<file path="src/hw/rtl/pcbd_pkg.sv">
// Shared types and constants of the panel command byte decoder.
`default_nettype none

package pcbd_pkg;

	// Panel geometry.
	localparam int UNIT_COUNT        = 4;
	localparam int DISPLAY_ROW_BYTES = 41;
	localparam int NOTE_SLOTS        = 64;

	// Result queue between the decode stage and the event port.
	localparam int QUEUE_DEPTH = 4;
	localparam int QUEUE_AW    = $clog2(QUEUE_DEPTH);

	// Command and reply codes of the byte stream.
	localparam logic [7:0] CMD_GAUGE       = 8'h01;
	localparam logic [7:0] CMD_DISPLAY     = 8'h02;
	localparam logic [7:0] CMD_BRIGHT      = 8'h03;
	localparam logic [7:0] CMD_AUDIO       = 8'h04;
	localparam logic [7:0] CMD_RESET       = 8'hFF;
	localparam logic [7:0] REPLY_RESET_ACK = 8'hFE;
	localparam logic [7:0] REPLY_AUDIO_BAD = 8'hA2;

	typedef enum logic [2:0] {
		EV_NONE      = 3'd0,
		EV_GAUGE     = 3'd1,
		EV_BRIGHT    = 3'd2,
		EV_DISP      = 3'd3,
		EV_NOTE      = 3'd4,
		EV_AUDIO_LEN = 3'd5,
		EV_REPLY     = 3'd6
	} event_kind_t;

	typedef enum logic [3:0] {
		PH_IDLE,
		PH_GAUGE_INDEX,
		PH_GAUGE_TARGET,
		PH_BRIGHT_VALUE,
		PH_DISP_INDEX,
		PH_DISP_DATA,
		PH_AUDIO_COUNT,
		PH_AUDIO_DATA,
		PH_AUDIO_SKIP
	} parse_phase_t;

	typedef struct packed {
		event_kind_t kind;
		logic [1:0]  unit;
		logic [5:0]  slot;
		logic [15:0] data;
		logic        last;
	} result_t;

endpackage : pcbd_pkg

`default_nettype wire

</file>
<file path="src/hw/rtl/panel_command_byte_decoder_core.sv">
// Panel command byte decoder: byte parser, decode stage and result queue.
//
// The receive channel (rx_valid, rx_stall, rx_byte) takes one byte of the
// command stream per request. The event channel (ev_valid, ev_stall and the
// result fields) hands out the write events and replies that the bytes cause,
// one per request, in stream order. A byte causes no event, one event, or
// two events (the final note word of an audio command is followed by the
// audio length event); last_of_run marks the final event of each byte.
// A taken byte is registered in the decode stage; once that stage moves
// on, its events are written into the result queue and offered from it.
// Throughput: one byte per cycle, sustained while the event channel is not
// stalled. The limit is the single parse state update per cycle; the
// four-entry result queue absorbs the odd byte that yields two events while
// the event side drains one per cycle.
// When the receiver stalls the event channel, the queue fills; once more
// than two entries are occupied the decode stage holds its byte and
// rx_stall rises, so nothing is lost. A stalled event does not change.
// Reset (arst_n low) empties the queue and the decode stage and returns the
// parser to idle, waiting for a command byte.
`default_nettype none

module panel_command_byte_decoder_core #(
	parameter int UNIT_COUNT        = pcbd_pkg::UNIT_COUNT,
	parameter int DISPLAY_ROW_BYTES = pcbd_pkg::DISPLAY_ROW_BYTES,
	parameter int NOTE_SLOTS        = pcbd_pkg::NOTE_SLOTS
) (
	input  wire logic        clk,
	input  wire logic        arst_n,
	input  wire logic        rx_valid,
	output logic             rx_stall,
	input  wire logic [7:0]  rx_byte,
	output logic             ev_valid,
	input  wire logic        ev_stall,
	output logic [2:0]       event_kind,
	output logic [1:0]       unit_index,
	output logic [5:0]       slot_index,
	output logic [15:0]      data_value,
	output logic             last_of_run
);

	localparam int AW = pcbd_pkg::QUEUE_AW;

	// Input stage.
	logic       valid_s1;
	logic [7:0] byte_s1;
	logic       rx_acc;
	logic       adv;

	// Parser state.
	pcbd_pkg::parse_phase_t phase_q, phase_d;
	logic [1:0] unit_q, unit_d;
	logic       unit_bad_q, unit_bad_d;
	logic [6:0] pos_q, pos_d;
	logic [8:0] remain_q, remain_d;
	logic [5:0] note_total_q, note_total_d;
	logic [7:0] hi_latch_q, hi_latch_d;

	// Decode outputs.
	logic [1:0]         n_res;
	pcbd_pkg::result_t  res0, res1;
	logic [6:0]         pos_inc;

	// Result queue.
	pcbd_pkg::result_t queue_q [pcbd_pkg::QUEUE_DEPTH];
	logic [AW-1:0] wr_ptr_q, rd_ptr_q;
	logic [AW:0]   count_q;
	logic          pop;
	logic [AW:0]   push_n;

	// The decode stage moves on only while the queue can take two results,
	// judged from the registered fill so that the stall does not depend on
	// the event side within the cycle.
	assign adv      = valid_s1 && (count_q <= (AW+1)'(pcbd_pkg::QUEUE_DEPTH - 2));
	assign rx_stall = valid_s1 && !adv;
	assign rx_acc   = rx_valid && !rx_stall;

	always_ff @(posedge clk or negedge arst_n) begin
		if (!arst_n) begin
			valid_s1 <= 1'b0;
		end else if (rx_acc) begin
			valid_s1 <= 1'b1;
		end else if (adv) begin
			valid_s1 <= 1'b0;
		end
	end

	always_ff @(posedge clk) begin
		if (rx_acc) begin
			byte_s1 <= rx_byte;
		end
	end

	assign pos_inc = pos_q + 7'd1;

	// Next parser state.
	always_comb begin
		phase_d      = phase_q;
		unit_d       = unit_q;
		unit_bad_d   = unit_bad_q;
		pos_d        = pos_q;
		remain_d     = remain_q;
		note_total_d = note_total_q;
		hi_latch_d   = hi_latch_q;
		case (phase_q)
			pcbd_pkg::PH_IDLE: begin
				case (byte_s1)
					pcbd_pkg::CMD_GAUGE:   phase_d = pcbd_pkg::PH_GAUGE_INDEX;
					pcbd_pkg::CMD_BRIGHT:  phase_d = pcbd_pkg::PH_BRIGHT_VALUE;
					pcbd_pkg::CMD_DISPLAY: phase_d = pcbd_pkg::PH_DISP_INDEX;
					pcbd_pkg::CMD_AUDIO: begin
						phase_d = pcbd_pkg::PH_AUDIO_COUNT;
						pos_d   = '0;
					end
					default: ;
				endcase
			end
			pcbd_pkg::PH_GAUGE_INDEX: begin
				unit_d     = byte_s1[1:0];
				unit_bad_d = byte_s1 >= 8'(UNIT_COUNT);
				phase_d    = pcbd_pkg::PH_GAUGE_TARGET;
			end
			pcbd_pkg::PH_GAUGE_TARGET,
			pcbd_pkg::PH_BRIGHT_VALUE: begin
				phase_d = pcbd_pkg::PH_IDLE;
			end
			pcbd_pkg::PH_DISP_INDEX: begin
				unit_d     = byte_s1[1:0];
				unit_bad_d = byte_s1 >= 8'(UNIT_COUNT);
				pos_d      = '0;
				phase_d    = pcbd_pkg::PH_DISP_DATA;
			end
			pcbd_pkg::PH_DISP_DATA: begin
				pos_d = pos_inc;
				if (pos_inc >= 7'(DISPLAY_ROW_BYTES)) begin
					phase_d = pcbd_pkg::PH_IDLE;
				end
			end
			pcbd_pkg::PH_AUDIO_COUNT: begin
				pos_d    = '0;
				remain_d = '0;
				if (byte_s1 >= 8'(NOTE_SLOTS)) begin
					// Too many notes: skip both bytes of every announced word.
					remain_d = {byte_s1, 1'b0};
					phase_d  = ({byte_s1, 1'b0} != 9'd0) ? pcbd_pkg::PH_AUDIO_SKIP
						: pcbd_pkg::PH_IDLE;
				end else begin
					note_total_d = byte_s1[5:0];
					phase_d      = (byte_s1 == 8'd0) ? pcbd_pkg::PH_IDLE
						: pcbd_pkg::PH_AUDIO_DATA;
				end
			end
			pcbd_pkg::PH_AUDIO_DATA: begin
				pos_d = pos_inc;
				if (!pos_q[0]) begin
					hi_latch_d = byte_s1;
				end else if (pos_inc[6:1] >= note_total_q) begin
					phase_d = pcbd_pkg::PH_IDLE;
				end
			end
			pcbd_pkg::PH_AUDIO_SKIP: begin
				if (remain_q != 9'd0) begin
					remain_d = remain_q - 9'd1;
				end
				if (remain_q <= 9'd1) begin
					phase_d = pcbd_pkg::PH_IDLE;
				end
			end
			default: phase_d = pcbd_pkg::PH_IDLE;
		endcase
	end

	// Results caused by the byte in the decode stage.
	always_comb begin
		n_res = 2'd0;
		res0  = '{kind: pcbd_pkg::EV_NONE, unit: '0, slot: '0, data: '0, last: 1'b1};
		res1  = '{kind: pcbd_pkg::EV_NONE, unit: '0, slot: '0, data: '0, last: 1'b1};
		case (phase_q)
			pcbd_pkg::PH_IDLE: begin
				if (byte_s1 == pcbd_pkg::CMD_RESET) begin
					n_res     = 2'd1;
					res0.kind = pcbd_pkg::EV_REPLY;
					res0.data = {8'h00, pcbd_pkg::REPLY_RESET_ACK};
				end
			end
			pcbd_pkg::PH_GAUGE_TARGET: begin
				if (!unit_bad_q) begin
					n_res     = 2'd1;
					res0.kind = pcbd_pkg::EV_GAUGE;
					res0.unit = unit_q;
					res0.data = {8'h00, byte_s1};
				end
			end
			pcbd_pkg::PH_BRIGHT_VALUE: begin
				n_res     = 2'd1;
				res0.kind = pcbd_pkg::EV_BRIGHT;
				res0.data = {8'h00, byte_s1};
			end
			pcbd_pkg::PH_DISP_DATA: begin
				if (!unit_bad_q) begin
					n_res     = 2'd1;
					res0.kind = pcbd_pkg::EV_DISP;
					res0.unit = unit_q;
					res0.slot = pos_q[5:0];
					res0.data = {8'h00, byte_s1};
				end
			end
			pcbd_pkg::PH_AUDIO_COUNT: begin
				if (byte_s1 >= 8'(NOTE_SLOTS)) begin
					n_res     = 2'd1;
					res0.kind = pcbd_pkg::EV_REPLY;
					res0.data = {8'h00, pcbd_pkg::REPLY_AUDIO_BAD};
				end else if (byte_s1 == 8'd0) begin
					n_res     = 2'd1;
					res0.kind = pcbd_pkg::EV_AUDIO_LEN;
				end
			end
			pcbd_pkg::PH_AUDIO_DATA: begin
				if (pos_q[0]) begin
					n_res     = 2'd1;
					res0.kind = pcbd_pkg::EV_NOTE;
					res0.slot = pos_q[6:1];
					res0.data = {hi_latch_q, byte_s1};
					// The final note word is followed by the audio length.
					if (pos_inc[6:1] >= note_total_q) begin
						n_res     = 2'd2;
						res0.last = 1'b0;
						res1.kind = pcbd_pkg::EV_AUDIO_LEN;
						res1.data = {10'd0, note_total_q};
					end
				end
			end
			default: ;
		endcase
	end

	always_ff @(posedge clk or negedge arst_n) begin
		if (!arst_n) begin
			phase_q      <= pcbd_pkg::PH_IDLE;
			unit_q       <= '0;
			unit_bad_q   <= 1'b0;
			pos_q        <= '0;
			remain_q     <= '0;
			note_total_q <= '0;
			hi_latch_q   <= '0;
		end else if (adv) begin
			phase_q      <= phase_d;
			unit_q       <= unit_d;
			unit_bad_q   <= unit_bad_d;
			pos_q        <= pos_d;
			remain_q     <= remain_d;
			note_total_q <= note_total_d;
			hi_latch_q   <= hi_latch_d;
		end
	end

	// Result queue.
	assign pop    = ev_valid && !ev_stall;
	assign push_n = adv ? (AW+1)'(n_res) : '0;

	always_ff @(posedge clk) begin
		if (adv && n_res != 2'd0) begin
			queue_q[wr_ptr_q] <= res0;
		end
		if (adv && n_res == 2'd2) begin
			queue_q[wr_ptr_q + AW'(1)] <= res1;
		end
	end

	always_ff @(posedge clk or negedge arst_n) begin
		if (!arst_n) begin
			wr_ptr_q <= '0;
			rd_ptr_q <= '0;
			count_q  <= '0;
		end else begin
			wr_ptr_q <= wr_ptr_q + push_n[AW-1:0];
			if (pop) begin
				rd_ptr_q <= rd_ptr_q + AW'(1);
			end
			count_q <= count_q + push_n - (AW+1)'(pop);
		end
	end

	assign ev_valid    = count_q != '0;
	assign event_kind  = queue_q[rd_ptr_q].kind;
	assign unit_index  = queue_q[rd_ptr_q].unit;
	assign slot_index  = queue_q[rd_ptr_q].slot;
	assign data_value  = queue_q[rd_ptr_q].data;
	assign last_of_run = queue_q[rd_ptr_q].last;

endmodule : panel_command_byte_decoder_core

`default_nettype wire

</file>
<file path="config.mk">
export PLATFORM = sky130hd
export DESIGN_NAME = panel_command_byte_decoder_core
export DESIGN_NICKNAME = d
export VERILOG_FILES = /design/src/hw/rtl/pcbd_pkg.sv /design/src/hw/rtl/panel_command_byte_decoder_core.sv
export SDC_FILE = /design/constraint.sdc
export NUM_CORES = 1
export LEC_CHECK = 0
export BUFFER_PORTS_ARGS = -buffer_cell sky130_fd_sc_hd__clkbuf_2
export CAP_MARGIN = 30
export CORE_UTILIZATION = 48
export CTS_BUF_LIST = sky130_fd_sc_hd__clkbuf_2 sky130_fd_sc_hd__clkbuf_4 sky130_fd_sc_hd__clkbuf_8
export CTS_CLUSTER_DIAMETER = 150
export CTS_CLUSTER_SIZE = 28
export DETAILED_ROUTE_END_ITERATION = 8
export PLACE_DENSITY = 0.72
export SLEW_MARGIN = 20
export SYNTH_ARGS = -nofsm -noshare
export SYNTH_HDL_FRONTEND = slang
export SYNTH_SLANG_ARGS = --single-unit
</file>
<file path="constraint.sdc">
create_clock -name clk -period 4.6 [get_ports clk]
set_clock_uncertainty 0.2 [all_clocks]
set_input_delay 0.69 -clock clk [delete_from_list [all_inputs] [get_ports clk]]
set_output_delay 0.69 -clock clk [all_outputs]
set_load 0.05 [all_outputs]
</file>
== Word-level counts from Yosys, hierarchy flattened ==
Memories as Yosys holds them, arrays and structs flattened.
Index checks and enable logic that the tools add are counted.
Storage, ports and cells
  register bits: 53
  bits in writable memories: 112
  bits of input ports: 12
  output and inout port bits: 30
  word-level logic and storage cells: 127
  memories: 1
Operators by class
  add/subtract/negate cells: 7
  order comparisons: 6
  eq/ne operators: 21
  mux-type cells: 50
  bitwise operators: 2
  reductions and logical operators: 28
Memories
  queue_q: words 4, bits a word 28, read ports 1, clocked after memory_dff 0, wr ports 2, line panel_command_byte_decoder_core.sv:64  | pcbd_pkg::result_t queue_q [pcbd_pkg::QUEUE_DEPTH];
Operators with widths (count)
  $pmux 16 s6: 1
  $pmux 4 s7: 1
  $mux 3: 9
  $mux 26: 1
  $mux 4: 6
  $mux 8: 3
  $mux 23: 1
  $pmux 7 s3: 1
  $mux 6: 3
  $mux 9: 2
  $pmux 3 s6: 1
  $pmux 9 s2: 1
  $eq 4x3->1 const B: 4
  $eq 8x2->1 const B: 2
  $pmux 4 s4: 1
  $mux 1: 12
  $pmux 6 s2: 1
  $reduce_and 3->1: 4
  $ne 2x2->1 const B: 5
  $pmux 2 s5: 1
  $le 9x1->1 const B: 1
  $reduce_bool 9->1: 1
  $sub 9x1->9 const B: 1
  $eq 4x2->1 const B: 2
  32 further kinds: 49

== Logic depth before layout (Yosys ltp) ==
  depth in word-level cells: 9
  gate-level depth with buffers: 17
  gate-level depth less buffers: 16

== Worst setup path before layout ==
No wires, ideal clock.
  kind: reg2reg
  start point: reg pos_q[2]
  end point: reg count_q[2]
  setup time: 0.123 ns
  arrival time: 3.412 ns
  data required time: 4.277 ns
  setup slack: 0.864 ns
  stages on the path, launching flop included: 18
  path buffers: 1
  clock period less this slack: 3.736 ns
  cell sequence: dfrtp_1 -> clkbuf_1 -> and3_1 -> nand3_1 -> xor2_1 -> inv_1 -> ha_1 -> a21o_1 -> a21o_1 -> a41o_1 -> o211ai_1 -> and2_1 -> xor2_1 -> ha_1 -> inv_1 -> fa_1 -> xor2_1 -> xnor2_1
Between the ends
  longest elaborated chain between the ends: 8
Ends and longest elaborated chain
  start: declaration: line panel_command_byte_decoder_core.sv:53  | logic [6:0] pos_q, pos_d;
  start signal: assignment: line panel_command_byte_decoder_core.sv:249  | pos_q <= pos_d;
  $add 7x1->7: line panel_command_byte_decoder_core.sv:93  | assign pos_inc = pos_q + 7'd1;
  $ge 6x6->1: line panel_command_byte_decoder_core.sv:224  | if (pos_inc[6:1] >= note_total_q) begin
  $mux 2: line panel_command_byte_decoder_core.sv:224
  $mux 2: line panel_command_byte_decoder_core.sv:218  | if (pos_q[0]) begin
  $pmux 2 s5: line panel_command_byte_decoder_core.sv:177  | case (phase_q)
  $mux 2: line panel_command_byte_decoder_core.sv:258  | assign push_n = adv ? (AW+1)'(n_res) : '0;
  $add 3x2->3: line panel_command_byte_decoder_core.sv:279  | count_q <= count_q + push_n - (AW+1)'(pop);
  $sub 3x1->3: line panel_command_byte_decoder_core.sv:279
  end signal: assignment: line panel_command_byte_decoder_core.sv:279
  end: declaration: line panel_command_byte_decoder_core.sv:66  | logic [AW:0] count_q;
Every way passes these cells.
A chain may end at the register's enable or synchronous reset.

== Final worst setup path ==
  start point: reg pos_q[0]
  end point: reg count_q[2]
Between the ends
  longest elaborated chain between the ends: 8
Ends and longest elaborated chain (line)
  $add 7x1->7: panel_command_byte_decoder_core.sv:93
  $ge 6x6->1: panel_command_byte_decoder_core.sv:224
  $mux 2: panel_command_byte_decoder_core.sv:224
  $mux 2 (*): panel_command_byte_decoder_core.sv:218
  $pmux 2 s5 (*): panel_command_byte_decoder_core.sv:177
  $mux 2 (*): panel_command_byte_decoder_core.sv:258
  $add 3x2->3 (*): panel_command_byte_decoder_core.sv:279
  $sub 3x1->3 (*): panel_command_byte_decoder_core.sv:279
Every way passes the cells marked *; elsewhere a longest branch is shown, timed or not.

==> out/qor.yml <==
run_status:
  status: "finished, final reports clean"
clock_network:
  clk_path_buf_depth: 2
  post-cts-setup-buffers: 0
  insertion_delay_ps: 460
  ctsHoldBuffers: 0
  cts_root_buf: "clkbuf_8"
  cts_resized: 0
  cts_tree: "built"
  clock_sinks: 165
  clk_pin_slew_worst_paths_ps: 80
  cts_buffers: 17
  ctsHtreeMaxLevel: 4
floorplanning:
  fp.dieW_um: 132
  dieArea_um2: 17300
  rows: 47
  initial_core_util_pct: 49.0
  die_y_um: 132
  coreArea_um2: 16500
  floorplan.io_pins: 42
setup_path:
  reg2reg_to: "count_q[2]"
  end_kind: "register"
  crit_path_cell_trace: "ha_1, and3_1, xnor2_1, inv_1, ha_1, a21o_1, a41o_1, o211ai_1, and2_1, xor2_1, ha_1, inv_1, fa_1, xor2_1, xnor2_1"
  worstPathMaxFanout: 10
  start_kind: "register"
  reg2reg_setup_slack_ps: 480
  cp.buffers_inverters: 2
  cp_data_required_time_ps: 4750
  r2r_start: "pos_q[0]"
  reg2reg_depth: 15
  path_delay_family: "adder cells"
  worstSetupPathType: "register to register"
  cp-startpoint: "pos_q[0]"
  crit_path_frequent_cell: "ha_1"
  cp.arrival_ps: 4270
  slowest_delay_ps: 530
  crit_path_top_delay_cell: "dfrtp_1"
timing:
  drv_slew: 0
  finalSetupViolations: 0
  fin_crit_ps: 4120
  finalCritPeriodShare_pct: 89.7
  relSlewSlack_pct: 37.4
  clock.fmax_ghz: 0.242
  grt_setup_unrepaired: "no"
  hold_violations: 0
  setup_tns_ps: 0
  worst_pin_slew_ps: 938
yosys:
  yosysMostFrequentCell: "dfxtp_1"
  syn_area_um2: 8060
  postSynthAreaPerCell_um2: 10.5
  synth_seq_cells: 165
  synth_edf_count: 40
  ys.flop_type: "dfxtp_1"
  async_flop_share_pct: 27.3
  ys_types: 78
  ys_warn_count: 0
  synth_top_area_share_pct: 19.9
  yosys-top-cells-count: "dfxtp_1, nand2_1, nand3_1"
  yosysTopAreaCell: "dfxtp_1"
  synth_area_leaders: "dfxtp_1, edfxtp_1, dfrtp_1, mux4_2, nand3_1"
  syn_inst: 767
  ys_seq_area_share_pct: 48.7
  synth_fp_nets: 792
finish:
  multiInputGateArea_um2: 3840
  final_cells: 1031
  drive_gt1_share_pct: 20.7
  diodes: 0
  num-fill-cells: 1463
  nNetsFinal: 823
  syn_to_final_growth_pct: 10.9
  postLayoutCellArea_um2: 8940
  post-route-util_pct: 54.3
  regArea_um2: 3930
grt:
  grt_pass1_wl_mm: 33.2
  grt_usage_pct: 24.7
  grt_pass1_vias: 6094
  antenna_found_initial: 0
  overflow: 0
  grt_max_degree: 46
run:
  drv_cap: 0
power:
  ir_worst_vdd_mv: 0.310
  power.total_mw: 5.14
  p_per_area_nw_per_um2: 575
  power.leakage_nw: 3.34
drt:
  drtIter0Drc: 705
  vias: 6364
  drc_errors: 0
  dr.pass1.iters: 5
  routedWlPerCell_um: 19.7
  drt-total-wl_mm: 20.3
  vias_per_cell: 6.17
  drtAntennaViolNets: 0
place:
  dp_cells: 999
  place_area_um2: 8470
  io_buffers: 41
  dp_hpwl_mm: 14.0
  gp_congestion: 0.923
worst_hold_path:
  hp-class: "input pin to async pin"
## worst max path at each step
| stage | to | slack [ps] | depth (start not counted) |
|---|---|---|---|
| 6_report | count_q[2] | 480 | 15 |
| 5_1_grt | count_q[2] | 220 | 15 |
| 4_1_cts | count_q[2] | 530 | 15 |
| 3_5_place_dp | count_q[2] | 530 | 15 |
| 3_3_place_gp | count_q[2] | 660 | 15 |
| 2_1_floorplan | count_q[2] | 860 | 17 |
## per-stage QoR
step | hold slack, ps | worst slack (ps)
floorplan | 194 | 864
global placement | 241 | 662
detailed placement | 246 | 534
CTS | 124 | 532
global route | 167 | 222
finish | 112 | 475
## kinds of logic after synthesis
family | share of synthesized area (%)
buffers and inverters | 3.86
adder cells (fa/ha/maj) | 2.11
AND/OR/NAND/NOR | 15.2
flip-flops | 48.7
multiplexers | 10.5
AO/OA/AOI/OAI | 18.1
XOR/XNOR | 1.52
## where the power goes
| part | leakage, nW | internal (mW) | switching [mW] | total, mW |
|---|---|---|---|---|
| registers | 1.62 | 1.75 | 0.279 | 2.03 |
| logic | 1.49 | 0.661 | 1.22 | 1.88 |
| clock network | 0.239 | 0.720 | 0.516 | 1.24 |
| total | 3.34 | 3.13 | 2.01 | 5.14 |
## layer usage
layer,share of wire (%),track usage (%),vias to the layer above
met3,6.2,4.59,28
met2,49,39.2,255
met4,1.4,7.95,0
met5,0,0,-
li1,-,-,2941
met1,44,34.0,3140
## state kept, by name, summed over array words and instances, names as in the netlist
name / count
pos_q: 7
hi_latch_q: 8
wr_ptr_q: 2
unit_q: 2
count_q: 3
note_total_q: 6
valid_s1: 1
byte_s1: 8
phase_q: 4
unit_bad_q: 1
queue_q: 112
remain_q: 9
rd_ptr_q: 2
## final cells by class
cell class / count / area share, %
repair buffers: 59 / 3.81
flip-flops and latches: 165 / 43.9
inverters: 23 / 0.965
clock inverters: 11 / 2.31
clock buffers: 21 / 2.95
well taps: 220 / 3.08
multi-input cells: 532 / 42.9
## cell usage in the layout (no fill, tap or decap), types with 6 or more instances in the layout
master     count
a22o_1         6
nor3_1        15
inv_1         23
mux2_2        18
nand3_1       65
o22ai_1       20
edfxtp_1      40
nand2_1       69
a21oi_1       48
buf_4         18
ha_1          12
dfrtp_1       44
a21o_1         6
clkbuf_2      41
xnor2_1        8
a211oi_1      18
clkbuf_8      17
a22oi_1        7
o21ai_0       46
o31ai_1        9
nor2_1        53
mux4_2        28
bufinv_16      6
xor2_1         6
dfxtp_1       80
a31oi_1        7
(Power assumes the default switching activity.)
